$ cat config.mk
export PLATFORM = sky130hd
export DESIGN_NAME = bgpg_queue
export DESIGN_NICKNAME = d
export VERILOG_FILES = /design/src/design/bgpg_queue.sv
export SDC_FILE = /design/constraint.sdc
export NUM_CORES = 1
export LEC_CHECK = 0
export BUFFER_PORTS_ARGS = -buffer_cell sky130_fd_sc_hd__buf_2
export CAP_MARGIN = 20
export CORE_ASPECT_RATIO = 0.8
export CORE_MARGIN = 5
export CORE_UTILIZATION = 50
export DETAILED_ROUTE_END_ITERATION = 12
export PLACE_DENSITY_LB_ADDON = 0.3
export SLEW_MARGIN = 40
export SYNTH_ARGS = -nofsm -noshare
export SYNTH_HDL_FRONTEND = slang
export SYNTH_SLANG_ARGS = --single-unit
$ cat constraint.sdc
create_clock -name clk -period 2.8 [get_ports clk]
set_input_delay 0 -clock clk [delete_from_list [all_inputs] [get_ports clk]]
set_output_delay 0 -clock clk [all_outputs]
set_load 0.02 [all_outputs]
$ cat src/design/bgpg_queue.sv
// ----------------------------------------------------------------------------
// bgpg_queue
// Two-entry queue between classification and rasterization.
// ----------------------------------------------------------------------------
module bgpg_queue #(
  parameter int W = 8
) (
  input  logic         clk,
  input  logic         rst_n,
  input  logic         s_valid,
  output logic         s_ready,
  input  logic [W-1:0] s_data,
  output logic         m_valid,
  input  logic         m_ready,
  output logic [W-1:0] m_data
);
  logic [W-1:0] mem_r [2];
  logic       wp_r, rp_r;
  logic [1:0] cnt_r;
  logic push, pop;

  assign s_ready = cnt_r != 2'd2;
  assign m_valid = cnt_r != 2'd0;
  assign m_data  = mem_r[rp_r];
  assign push = s_valid && s_ready;
  assign pop  = m_valid && m_ready;

  always_ff @(posedge clk) begin
    if (!rst_n) begin
      wp_r <= 1'b0;
      rp_r <= 1'b0;
      cnt_r <= 2'd0;
    end else begin
      if (push) wp_r <= !wp_r;
      if (pop) rp_r <= !rp_r;
      cnt_r <= cnt_r + 2'(push) - 2'(pop);
    end
    if (push) mem_r[wp_r] <= s_data;
  end

  a_no_over: assert property (@(posedge clk) disable iff (!rst_n)
    cnt_r == 2'd2 |-> !push) else $error("queue overflow");
  a_no_under: assert property (@(posedge clk) disable iff (!rst_n)
    cnt_r == 2'd0 |-> !pop) else $error("queue underflow");
  a_cnt: assert property (@(posedge clk) disable iff (!rst_n)
    cnt_r != 2'd3) else $error("queue count out of range");

endmodule

==> impl_metrics.yaml, run 1 <==
clock_tree:
  cts_tree: "done"
  clkTransAtPathRegs_ns: 0.11
  cts_made_buffers: 3
  clock_tree.htree_level_count: 1
  root_buffer: "clkbuf_4"
  clock_latency_ns: 0.29
  cts_max_path_buffers: 2
  cts_setup_buffers: 0
  cts.sinks: 21
sta:
  holdWs_ns: 0.0595
  relSlewSlack_pct: 71.7
  setup_viol: 0
  finalClockSkew_ns: 0.000922
  rsz0062_at_grt: "no"
  finalMaxSlewViolations: 0
  worstMarginPinSlew_ns: 0.418
  post-route-period-util_pct: 54.3
  hold_viol: 0
  finalCriticalPeriod_ns: 1.52
  setup_tns_ns: 0
  fin_ws_ns: 1.28
  fmax_ghz: 0.658
pwr:
  power_density_nw_per_um2: 717
  p_leak_nw: 0.437
  ir_drop_mv: 0.494
  p_total_uw: 775
cells_and_area:
  fin_cells: 110
  final_util_pct: 67.1
  fin_area_um2: 1080
  area_delta_synth_final_pct: 29.3
  layout.nets: 102
  num-fill-cells: 128
  mostFrequentLayoutCell: "buf_2"
  antennaDiodeCount: 0
  drive_gt1_share_pct: 40.9
  final_cell_mix: "buf_2, edfxtp_1, dlygate4sd3_1"
grt:
  grt_pass1_wl_um: 2230
  grt_most_used_layer: "met2"
  grt.total_usage_pct: 12.1
  grt_start_max_net_pins: 13
  met3_usage_pct: 3.36
  grt_pass1_vias: 511
  gr-usage-met2_pct: 21.5
  grt-ovfl-total: 0
  use_met1_pct: 13.4
  antenna_found_initial: 0
route:
  vias: 538
  routed_wl_um: 1400
  viasPerCell: 4.89
  routedWlPerCell_um: 12.7
  drc: 0
  ant_nets: 0
  dr.pass1.iters: 4
  drtIter0Drc: 6
worst_setup_path:
  start_kind: "flop"
  cp.arrival_ns: 1.70
  r2r_end: "cnt_r[1]"
  critical_path_required_ns: 2.99
  crit_start: "cnt_r[1]"
  critical_path_class: "reg2reg"
  path_max_fanout: 7
  crit-reg2reg-launch: "cnt_r[1]"
  reg2reg_setup_slack_ns: 1.28
  reg2reg_depth: 6
  end_kind: "flop"
logic_synthesis:
  synth-seq-cells: 21
  synth_fp_nets: 68
  synth_top_area_share_pct: 57.5
  synth_top_area_cell: "edfxtp_1"
  avgSynthCellArea_um2: 15.2
  synth_warnings: 0
  ys_seq_area_share_pct: 69.5
  ys_types: 23
  synth.cell_area_um2: 836
  syn_inst: 55
  synth_area_leaders: "edfxtp_1, dfxtp_1, mux2_2, nor2_1, and3_1"
placement:
  io_buffers: 21
  postPlaceCellArea_um2: 963
  globalplace.congestion: 0.641
  dp_slack_ns: 1.33
  dp_cells: 97
hold_path:
  hold_start: "s_valid"
  hold_depth: 3
  min_path_type: "in2reg"
  whs_endpoint: "wp_r"
floorplanning:
  die-area_um2: 2590
  io_pins: 22
  initial_core_util_pct: 51.9
  core_um2: 1610
  die_y_um: 46.6
  rows: 13
  die_w_um: 55.7
run_status:
  status: "finished clean"
job:
  drv_cap: 0
critical path, cell delays in order (launching register included):
cell	delay [ns]
dfxtp_1	0.44
and2b_1	0.20
o21ba_2	0.15
nor2_1	0.04
ha_1	0.20
nor4_1	0.29
nor3_1	0.09
synthesized netlist by cell type (all sizes together):
master	n
edfxtp	16
mux2	8
dfxtp	5
nor2	4
and3	2
inv	2
o21ai	2
a21bo	1
a21oi	1
and2	1
and2b	1
buf	1
ha	1
nand2b	1
nand3	1
nand3b	1
nor3	1
nor4	1
nor4bb	1
o21ba	1
o31a	1
or2	1
xor2	1
metal layers:
layer,share of wire [%],vias up
li1,-,272
met1,45,250
met2,50,14
met3,4.4,2
met4,0.86,0
met5,0,-
how the worst max path moves through the flow:
stage,endpoint,slack (ns),cells after the start
floorplan,mem_r[1][0],1.45,2
global placement,cnt_r[1],1.43,6
detailed placement,cnt_r[1],1.33,6
CTS,cnt_r[1],1.28,6
global route,cnt_r[1],1.18,6
finish,cnt_r[1],1.28,6
sequential cells by signal (all words and copies together) (netlist names), named ones only:
signal / flops
cnt_r: 2
wp_r: 1
rp_r: 1
mem_r: 16
power breakdown:
part / switching (mW) / leakage [nW] / internal (mW) / total (mW)
Sequential: 0.0342 / 0.191 / 0.381 / 0.415
Clock: 0.0868 / 0.0177 / 0.0531 / 0.140
Combinational: 0.114 / 0.228 / 0.106 / 0.220
timing repair:
action                                 CTS  global route
endpoints found under the hold margin   18             0
hold buffers                             9             0
resized for setup                        0             0
cell type report:
cell class | count | area [µm²] | share of cell area [%]
clock buffer | 3 | 22.5 | 2.08
clock inverter | 1 | 5.00 | 0.463
inverter | 2 | 7.51 | 0.694
multi-input combinational | 31 | 243 | 22.5
sequential | 21 | 581 | 53.7
tap | 22 | 27.5 | 2.55
timing repair buffer | 30 | 195 | 18.1
cell families (layout without fill, tap and decap cells):
logic type                 Yosys count  count (layout)  synth area share (%)
adders and majority gates            1               1                  1.50
AOI/OAI and AO/OA                    6               6                  5.24
xor gates and xnor gates             1               1                  1.05
and+or+nand+nor                     15              15                  10.5
DFF                                 21              21                  69.5
muxes                                8               8                  10.8
buffers and inverters                3              36                  1.50
No activity file was read; power rests on OpenSTA's default activity.
==> run 2: changes to the inputs <==
- CORE_UTILIZATION: 50 -> 49
- clock period: 2.8 -> 1.4 ns (I/O delays scaled with it)
==> run 2 against run 1 <==
Compared with the run above:
- final cell count up 3.6%
- core utilization grew 2.2 points
- first-iteration DRC count increased by 120%
- worst setup slack worse by 1.3 ns
- sequential power rose by 100%
- global-route usage shrank 0.79 points
- non-clock buffer count rose by 4
- die area rose by 1.6%
- power grew 110%
- clock power grew 100%
- critical endpoint is now cnt_r[0]
- largest power group unchanged
==> impl_metrics.yaml, run 2 (same netlist as run 1, synthesis figures left out) <==
run_status:
  status: "finished clean"
worst_setup_path:
  critical_path_required_ns: 1.60
  path_max_fanout: 5
  end_kind: "flop"
  start_kind: "flop"
  critical_path_class: "reg2reg"
  cp.arrival_ns: 1.58
grt:
  grt_pass1_vias: 569
  grt_start_max_net_pins: 13
  grt_pass1_wl_um: 2210
  grt.total_usage_pct: 11.3
  antenna_found_initial: 0
  grt-ovfl-total: 0
sta:
  relSlewSlack_pct: 69.8
  rsz0062_at_grt: "yes"
  worstMarginPinSlew_ns: 0.446
  finalClockSkew_ns: 0.000781
  post-route-period-util_pct: 98.3
  setup_viol: 0
  hold_viol: 0
  holdWs_ns: 0.0920
  setup_tns_ns: 0
  finalMaxSlewViolations: 0
  fmax_ghz: 0.727
  finalCriticalPeriod_ns: 1.38
placement:
  io_buffers: 21
  globalplace.congestion: 0.701
  hpwl_um: 1000
floorplanning:
  rows: 13
  core_um2: 1630
  initial_core_util_pct: 51.4
  io_pins: 22
  die_y_um: 46.9
  die-area_um2: 2640
  die_w_um: 56.2
cells_and_area:
  largestRegisters: "mem_r x16, cnt_r x2"
  largest_reg_flops: 16
  final_util_pct: 69.3
  largest_register: "mem_r"
  num-fill-cells: 120
  drive_gt1_share_pct: 52.2
  final_cell_mix: "buf_2, edfxtp_1, dlygate4sd3_1"
  mostFrequentLayoutCell: "buf_2"
  antennaDiodeCount: 0
  area_delta_synth_final_pct: 34.9
  layout.nets: 106
clock_tree:
  cts.sinks: 21
  cts_tree: "done"
  cts_max_path_buffers: 2
  clock_tree.htree_level_count: 1
  clock_latency_ns: 0.29
  root_buffer: "clkbuf_4"
  clkTransAtPathRegs_ns: 0.11
  cts_made_buffers: 3
route:
  viasPerCell: 4.82
  dr.pass1.iters: 3
  routed_wl_um: 1530
  vias: 549
  ant_nets: 0
  drc: 0
  drtIter0Drc: 13
  routedWlPerCell_um: 13.4
pwr:
  ir_drop_mv: 0.805
  p_leak_nw: 0.458
  power_density_nw_per_um2: 1420
hold_path:
  min_path_type: "in2reg"
job:
  drv_cap: 0
## run 2: stage by stage
step,setup WS (ns),power [mW],area (µm²),std cells
after floorplan,0.0534,1.14,836,55
after global placement,0.0674,1.27,986,100
after detailed placement,-0.0294,1.29,986,100
after CTS,-0.00859,1.58,1110,113
after global routing,-0.0392,1.69,1130,114
final,0.0237,1.60,1130,114
## run 2: power by group
| group | internal, mW | leakage, nW | switching [mW] | total, mW |
|---|---|---|---|---|
| clock | 0.106 | 0.0177 | 0.173 | 0.280 |
| combinational | 0.238 | 0.248 | 0.248 | 0.486 |
| sequential | 0.767 | 0.192 | 0.0664 | 0.833 |
| total | 1.11 | 0.458 | 0.488 | 1.60 |
## run 2: worst paths after layout
kind	from	to	slack [ns]	cells after the start
max reg2reg	cnt_r[1]	cnt_r[0]	0.02	5
min	s_valid	wp_r	0.09	3
max	cnt_r[1]	cnt_r[0]	0.02	5
min reg2reg	rp_r	rp_r	0.52	2
## run 2: repair_timing
| item | 4_1_cts | 5_1_grt |
|---|---|---|
| hold buffers | 9 | 0 |
| endpoints found under the hold margin | 19 | 0 |
| setup endpoints to repair | 9 | 9 |
| gates resized for setup | 2 | 6 |
| setup buffers | 0 | 1 |
| pin swaps | 0 | 3 |
## run 2: routing by layer
metal | track usage, % | wire length, µm | vias to the layer above
met4 | 4.27 | 0 | 0
met2 | 22.8 | 768 | 12
met3 | 3.85 | 78 | 0
li1 | - | - | 279
met1 | 11.1 | 682 | 258
met5 | 0 | 0 | -
## run 2: worst max-delay path, cell delays in order (launching register included)
cell     delay (ns)
dfxtp_2        0.35
and2b_2        0.22
o21ba_2        0.23
nor2_2         0.08
ha_2           0.26
and2_1         0.14
## run 2: layout make-up
class | count | area (µm²) | area share, %
clock buffers | 3 | 22.5 | 2.00
clock inverters | 1 | 5.00 | 0.444
inverters | 2 | 7.51 | 0.666
multi-input cells | 31 | 255 | 22.6
flip-flops and latches | 21 | 584 | 51.8
well taps | 22 | 27.5 | 2.44
repair buffers | 34 | 225 | 20.0
