## src/design/bgpg_pkg.sv

```systemverilog
// ----------------------------------------------------------------------------
// bgpg_pkg
// Shared types, constants and lookup functions of the box glyph generator.
// ----------------------------------------------------------------------------
package bgpg_pkg;

  localparam int MaxCellDimDefault = 64;

  typedef struct packed {
    logic [20:0] code_point;
    logic [5:0]  pixel_x;
    logic [5:0]  pixel_y;
  } in_item_t;

  typedef struct packed {
    logic [7:0] coverage;
    logic       handled;
  } out_item_t;

  localparam logic [6:0] CfgCellWidth  = 7'd0;
  localparam logic [6:0] CfgCellHeight = 7'd1;

  // glyph family codes
  typedef enum logic [2:0] {
    FAM_NONE,
    FAM_CORNER,
    FAM_LINE,
    FAM_BLOCK,
    FAM_SEXTANT
  } fam_t;

  // arm bits
  localparam logic [4:0] ArmUp    = 5'd1;
  localparam logic [4:0] ArmRight = 5'd2;
  localparam logic [4:0] ArmDown  = 5'd4;
  localparam logic [4:0] ArmLeft  = 5'd8;
  localparam logic [4:0] ArmHeavy = 5'd16;

  // Arm lookup by low 7 bits of code point (0x2500..0x257B); bit 5 = found.
  function automatic logic [5:0] arm_lookup(input logic [6:0] lo);
    logic [5:0] r;
    r = 6'd0;
    case (lo)
      7'h00: r = {1'b1, ArmRight | ArmLeft};
      7'h01: r = {1'b1, ArmRight | ArmLeft | ArmHeavy};
      7'h02: r = {1'b1, ArmUp | ArmDown};
      7'h03: r = {1'b1, ArmUp | ArmDown | ArmHeavy};
      7'h0C: r = {1'b1, ArmRight | ArmDown};
      7'h10: r = {1'b1, ArmDown | ArmLeft};
      7'h14: r = {1'b1, ArmUp | ArmRight};
      7'h18: r = {1'b1, ArmUp | ArmLeft};
      7'h0F: r = {1'b1, ArmRight | ArmDown | ArmHeavy};
      7'h13: r = {1'b1, ArmDown | ArmLeft | ArmHeavy};
      7'h17: r = {1'b1, ArmUp | ArmRight | ArmHeavy};
      7'h1B: r = {1'b1, ArmUp | ArmLeft | ArmHeavy};
      7'h1C: r = {1'b1, ArmUp | ArmRight | ArmDown};
      7'h24: r = {1'b1, ArmUp | ArmDown | ArmLeft};
      7'h2C: r = {1'b1, ArmRight | ArmDown | ArmLeft};
      7'h34: r = {1'b1, ArmUp | ArmRight | ArmLeft};
      7'h23: r = {1'b1, ArmUp | ArmRight | ArmDown | ArmHeavy};
      7'h2B: r = {1'b1, ArmUp | ArmDown | ArmLeft | ArmHeavy};
      7'h33: r = {1'b1, ArmRight | ArmDown | ArmLeft | ArmHeavy};
      7'h3B: r = {1'b1, ArmUp | ArmRight | ArmLeft | ArmHeavy};
      7'h3C: r = {1'b1, ArmUp | ArmRight | ArmDown | ArmLeft};
      7'h4B: r = {1'b1, ArmUp | ArmRight | ArmDown | ArmLeft | ArmHeavy};
      7'h74: r = {1'b1, ArmLeft};
      7'h75: r = {1'b1, ArmUp};
      7'h76: r = {1'b1, ArmRight};
      7'h77: r = {1'b1, ArmDown};
      7'h78: r = {1'b1, ArmLeft | ArmHeavy};
      7'h79: r = {1'b1, ArmUp | ArmHeavy};
      7'h7A: r = {1'b1, ArmRight | ArmHeavy};
      7'h7B: r = {1'b1, ArmDown | ArmHeavy};
      default: r = 6'd0;
    endcase
    return r;
  endfunction

  function automatic logic [3:0] quad_lookup(input logic [3:0] i);
    logic [3:0] r;
    case (i)
      4'd0: r = 4'd4;
      4'd1: r = 4'd8;
      4'd2: r = 4'd1;
      4'd3: r = 4'd13;
      4'd4: r = 4'd9;
      4'd5: r = 4'd7;
      4'd6: r = 4'd11;
      4'd7: r = 4'd2;
      4'd8: r = 4'd6;
      4'd9: r = 4'd14;
      default: r = 4'd0;
    endcase
    return r;
  endfunction

  // sextant mask: idx + idx/20 + 1, idx in 0..59
  function automatic logic [5:0] sext_mask(input logic [5:0] idx);
    logic [1:0] q;
    q = (idx >= 6'd40) ? 2'd2 : ((idx >= 6'd20) ? 2'd1 : 2'd0);
    return idx + 6'(q) + 6'd1;
  endfunction

endpackage

```

## src/design/bgpg_front.sv

```systemverilog
// ----------------------------------------------------------------------------
// bgpg_front
// Classifies an item and precomputes its cell geometry into a queue entry.
// ----------------------------------------------------------------------------
module bgpg_front #(
  parameter int DW = 7
) (
  input  logic                clk,
  input  logic                rst_n,
  input  logic                in_valid,
  output logic                in_ready,
  input  bgpg_pkg::in_item_t  in_data,
  input  logic [DW-1:0]       w,
  input  logic [DW-1:0]       h,
  output logic                fq_valid,
  input  logic                fq_ready,
  output logic [4*DW+27:0]    fq_data
);
  // entry: fam(3) sel(7) x(6) y(6) w h  plus arms/mask(6), thickness and half thickness (DW each)
  typedef struct packed {
    bgpg_pkg::fam_t fam;
    logic [6:0]     sel;
    logic [5:0]     arm;
    logic [5:0]     px;
    logic [5:0]     py;
    logic [DW-1:0]  tl;
    logic [DW-1:0]  hd;
    logic [DW-1:0]  wd;
    logic [DW-1:0]  ht;
  } ent_t;

  ent_t ent_nxt, ent_r;
  logic v_r;
  logic [20:0] cp;
  logic [DW-1:0] m;

  assign in_ready = !v_r || fq_ready;
  assign fq_valid = v_r;
  assign cp = in_data.code_point;

  always_comb begin
    m = (w < h) ? w : h;
    ent_nxt.px = in_data.pixel_x;
    ent_nxt.py = in_data.pixel_y;
    ent_nxt.wd = w;
    ent_nxt.hd = h;
    ent_nxt.tl = ((m >> 3) == '0) ? DW'(1) : (m >> 3);
    ent_nxt.ht = '0;
    ent_nxt.sel = cp[6:0];
    ent_nxt.arm = '0;
    ent_nxt.fam = bgpg_pkg::FAM_NONE;
    if (cp >= 21'h256D && cp <= 21'h2570) begin
      ent_nxt.fam = bgpg_pkg::FAM_CORNER;
    end else if (cp >= 21'h2500 && cp <= 21'h257B) begin
      ent_nxt.arm = bgpg_pkg::arm_lookup(cp[6:0]);
      ent_nxt.fam = ent_nxt.arm[5] ? bgpg_pkg::FAM_LINE : bgpg_pkg::FAM_NONE;
    end else if (cp >= 21'h2580 && cp <= 21'h259F) begin
      ent_nxt.fam = bgpg_pkg::FAM_BLOCK;
      ent_nxt.sel = {2'b0, cp[4:0]};
      if (cp >= 21'h2596)
        ent_nxt.arm = {2'b0, bgpg_pkg::quad_lookup(4'(cp - 21'h2596))};
    end else if (cp >= 21'h1FB00 && cp <= 21'h1FB3B) begin
      ent_nxt.fam = bgpg_pkg::FAM_SEXTANT;
      ent_nxt.arm = bgpg_pkg::sext_mask(cp[5:0]);
    end
    // half thickness, light doubled for heavy lines
    if (ent_nxt.fam == bgpg_pkg::FAM_LINE && ent_nxt.arm[4])
      ent_nxt.ht = ent_nxt.tl;
    else
      ent_nxt.ht = ((ent_nxt.tl >> 1) == '0) ? DW'(1) : (ent_nxt.tl >> 1);
  end

  always_ff @(posedge clk) begin
    if (!rst_n) begin
      v_r <= 1'b0;
    end else if (in_ready) begin
      v_r <= in_valid;
    end
    if (in_valid && in_ready) ent_r <= ent_nxt;
  end

  assign fq_data = ent_r;

endmodule

```

## config.mk

```make
export PLATFORM = sky130hd
export DESIGN_NAME = bgpg_front
export DESIGN_NICKNAME = d
export VERILOG_FILES = /design/src/design/bgpg_pkg.sv /design/src/design/bgpg_front.sv
export SDC_FILE = /design/constraint.sdc
export NUM_CORES = 1
export LEC_CHECK = 0
export ABC_AREA = 1
export BUFFER_PORTS_ARGS = -buffer_cell sky130_fd_sc_hd__buf_2
export CORE_MARGIN = 2
export CORE_UTILIZATION = 46
export DETAILED_ROUTE_END_ITERATION = 10
export MAX_ROUTING_LAYER = met4
export PLACE_DENSITY = 0.84
export SLEW_MARGIN = 20
export SYNTH_ARGS = -nofsm -noshare
export SYNTH_HDL_FRONTEND = slang
export SYNTH_SLANG_ARGS = --single-unit
```

## constraint.sdc

```tcl
create_clock -name clk -period 3.2 [get_ports clk]
set_input_delay 0.48 -clock clk [delete_from_list [all_inputs] [get_ports clk]]
set_output_delay 0.48 -clock clk [all_outputs]
set_load 0.05 [all_outputs]
```

==> impl_metrics.env <==
export IMPL_status="completed"
export IMPL_final_nets=535
export IMPL_placed_cells=550
export IMPL_slew_violations=0
export IMPL_synth_edf_count=50
export IMPL_ioPinCount=109
export IMPL_ctsResizeCount=0
export IMPL_grt_util_met1=0.240
export IMPL_path_delay_family="adder cells"
export IMPL_crit_buf_inv=3
export IMPL_synth_cell_types=43
export IMPL_synth_area_sq_um=3250
export IMPL_dr_pass1_iters=5
export IMPL_p_leak_nw=1.85
export IMPL_path_common_cell="nand2_1"
export IMPL_row_count=30
export IMPL_overflow=0
export IMPL_switching_share=0.343
export IMPL_antenna_found_initial=0
export IMPL_cts_tree="built"
export IMPL_crit_chain="buf_2 -> inv_1 -> ha_1 -> nand2_1 -> a31oi_1 -> nand2_1 -> ha_1 -> inv_1 -> fa_1 -> nand2_1 -> xor2_1 -> nand2_2 -> nand2_4 -> nand2_4 -> nand2_1 -> nand2_1"
export IMPL_p_total_mw=1.59
export IMPL_fin_worst_skew_ps=5.05
export IMPL_grtUsageTotal=0.203
export IMPL_route_detailed_drc=0
export IMPL_grt_use_met3=0.0292
export IMPL_coreArea_sq_um=6830
export IMPL_cts_made_buffers=5
export IMPL_ctsRootBufferMaster="clkbuf_8"
export IMPL_ys_seq_area_frac=0.468
export IMPL_wire_per_inst_microns=14.0
export IMPL_hold_path_class="primary input to register"
export IMPL_grt_pass1_wl_microns=11800
export IMPL_required_ps=3260
export IMPL_area_growth_pct=20.7
export IMPL_crit_type="primary input to register"
export IMPL_drive_above_1_share=0.323
export IMPL_drt_first_iter_violations=164
export IMPL_power_switching_mw=0.545
export IMPL_fin_crit_ps=2580
export IMPL_htree_levels=2
export IMPL_ys_seq_elements=51
export IMPL_place_congestion=0.957
export IMPL_ir_drop_v=0.000177
export IMPL_die_y_microns=88.1
export IMPL_critPathArrivalTime_ps=2640
export IMPL_io_buffers=102
export IMPL_synth_area_top_cells="edfxtp_1, nand2_1, ha_1"
export IMPL_fin_cells=558
export IMPL_p_int_mw=1.04
export IMPL_maxCapViolations=0
export IMPL_synth_top_cells_by_count="nand2_1, edfxtp_1, inv_1"
export IMPL_clk_latency_ps=300
export IMPL_die_x_microns=88.1
export IMPL_min_period_over_period=0.807
export IMPL_placed_area_sq_um=3840
export IMPL_synthFlopType="edfxtp_1"
export IMPL_cts_hold_buffers_added=0
export IMPL_busiest_layer="met2"
export IMPL_critical_path_slowest_cell="fa_1"
export IMPL_syn_inst=357
export IMPL_synth_area_per_cell_sq_um=9.12
export IMPL_yosysMostFrequentCell="nand2_1"
export IMPL_post_route_cell_area_sq_um=3930
export IMPL_avgViaCountPerCell=5.05
export IMPL_yosysTopAreaCell="edfxtp_1"
export IMPL_slew_headroom=0.588
export IMPL_setup_tns_ps=0
export IMPL_clockBufferDepth=2
export IMPL_dp_hpwl_microns=6190
export IMPL_setup_violations_final=0
export IMPL_wl_microns=7810
export IMPL_dieArea_sq_um=7760
export IMPL_grt_pass1_vias=2539
export IMPL_route_vias_total=2816
export IMPL_grt_setup_unrepaired="false"
export IMPL_cts_setup_buffers=0
export IMPL_post_synth_top_area_fraction=0.461
export IMPL_clock_sinks=51
export IMPL_yosys_warnings=0
export IMPL_power_share_combinational=0.275
export IMPL_cts_clk_slew_worst_paths_ps=90
export IMPL_start_util=0.476
export IMPL_pwr_share_clk=0.226
export IMPL_cp_end_kind="register"
export IMPL_powerDensity_nw_per_um2=404
export IMPL_fmax_mhz=387
export IMPL_detail_route_antenna_nets=0
export IMPL_use_met2=0.348
export IMPL_grt_max_degree=51
export IMPL_cpPeakStageDelay_ps=410
export IMPL_start_kind="primary input"
export IMPL_p_seq_frac=0.499
export IMPL_async_reset_ff_frac=0
export IMPL_antenna_cells=0
export IMPL_utilization=0.575
export IMPL_worst_pin_slew_ps=618
export IMPL_cp_max_fo=9
export IMPL_final_hold_violation_count=0
==> state kept, by name, indices dropped and copies added (netlist names) <==
name / count
fq_data: 50
fq_valid: 1
==> placed cells by master (no fill, tap or decap), drive strengths merged, types with 2 or more instances in the layout <==
| master | count |
|---|---|
| o21ai | 17 |
| nand3 | 23 |
| nand2 | 91 |
| or2 | 2 |
| nand4 | 9 |
| o211ai | 2 |
| o21a | 2 |
| buf | 104 |
| a31o | 2 |
| conb | 6 |
| xor2 | 5 |
| nor2 | 32 |
| ha | 22 |
| nand3b | 3 |
| clkinv | 5 |
| inv | 46 |
| clkbuf | 5 |
| nor3 | 9 |
| edfxtp | 50 |
| a21oi | 13 |
| o31ai | 2 |
| a31oi | 4 |
==> metal layers <==
| metal | vias to the layer above | routed length (microns) |
|---|---|---|
| met1 | 1276 | 3220 |
| met3 | 17 | 559 |
| met4 | 0 | 206 |
| met5 | - | 0 |
| met2 | 124 | 3820 |
| li1 | 1399 | - |
==> per-stage QoR <==
step / hold WS [ps] / worst slack (ps)
floorplan: 579 / 757
global route: 332 / 466
global placement: 524 / 379
CTS: 337 / 630
finish: 346 / 619
detailed placement: 535 / 285
==> power groups by stage <==
| stage | sequential (mW) | combinational (mW) | clock, mW |
|---|---|---|---|
| global placement | 0.806 | 0.434 | 0 |
| detailed placement | 0.807 | 0.436 | 0 |
| global route | 0.796 | 0.471 | 0.393 |
| finish | 0.792 | 0.437 | 0.359 |
| floorplan | 0.953 | 0.175 | 0 |
| CTS | 0.792 | 0.437 | 0.370 |
==> layout make-up <==
| class | count | area (sq um) |
|---|---|---|
| clock buffer | 5 | 68.8 |
| clock inverter | 3 | 20.0 |
| inverter | 49 | 188 |
| multi-input combinational | 250 | 1490 |
| fill | 626 | 2900 |
| tap | 96 | 120 |
| sequential | 51 | 1520 |
| timing repair buffer | 104 | 526 |
==> worst paths after layout <==
path,end,from,depth (start not counted),slack (ps)
setup / recovery,fq_data[1],in_data[13],16,620
hold / removal,fq_data[39],in_data[11],1,350
setup reg to reg,fq_data[35],fq_valid,2,1810
hold reg to reg,fq_valid,fq_valid,2,550
==> cell families after synthesis <==
group | after synthesis | synth area share
XOR/XNOR | 5 | 0.0135
adder cells (fa/ha/maj) | 23 | 0.0907
buffers and inverters | 61 | 0.0854
AO/OA/AOI/OAI | 45 | 0.0819
flip-flops | 51 | 0.468
other | 1 | 0.00115
AND/OR/NAND/NOR | 171 | 0.260
Power figures use the tool's default switching activity.
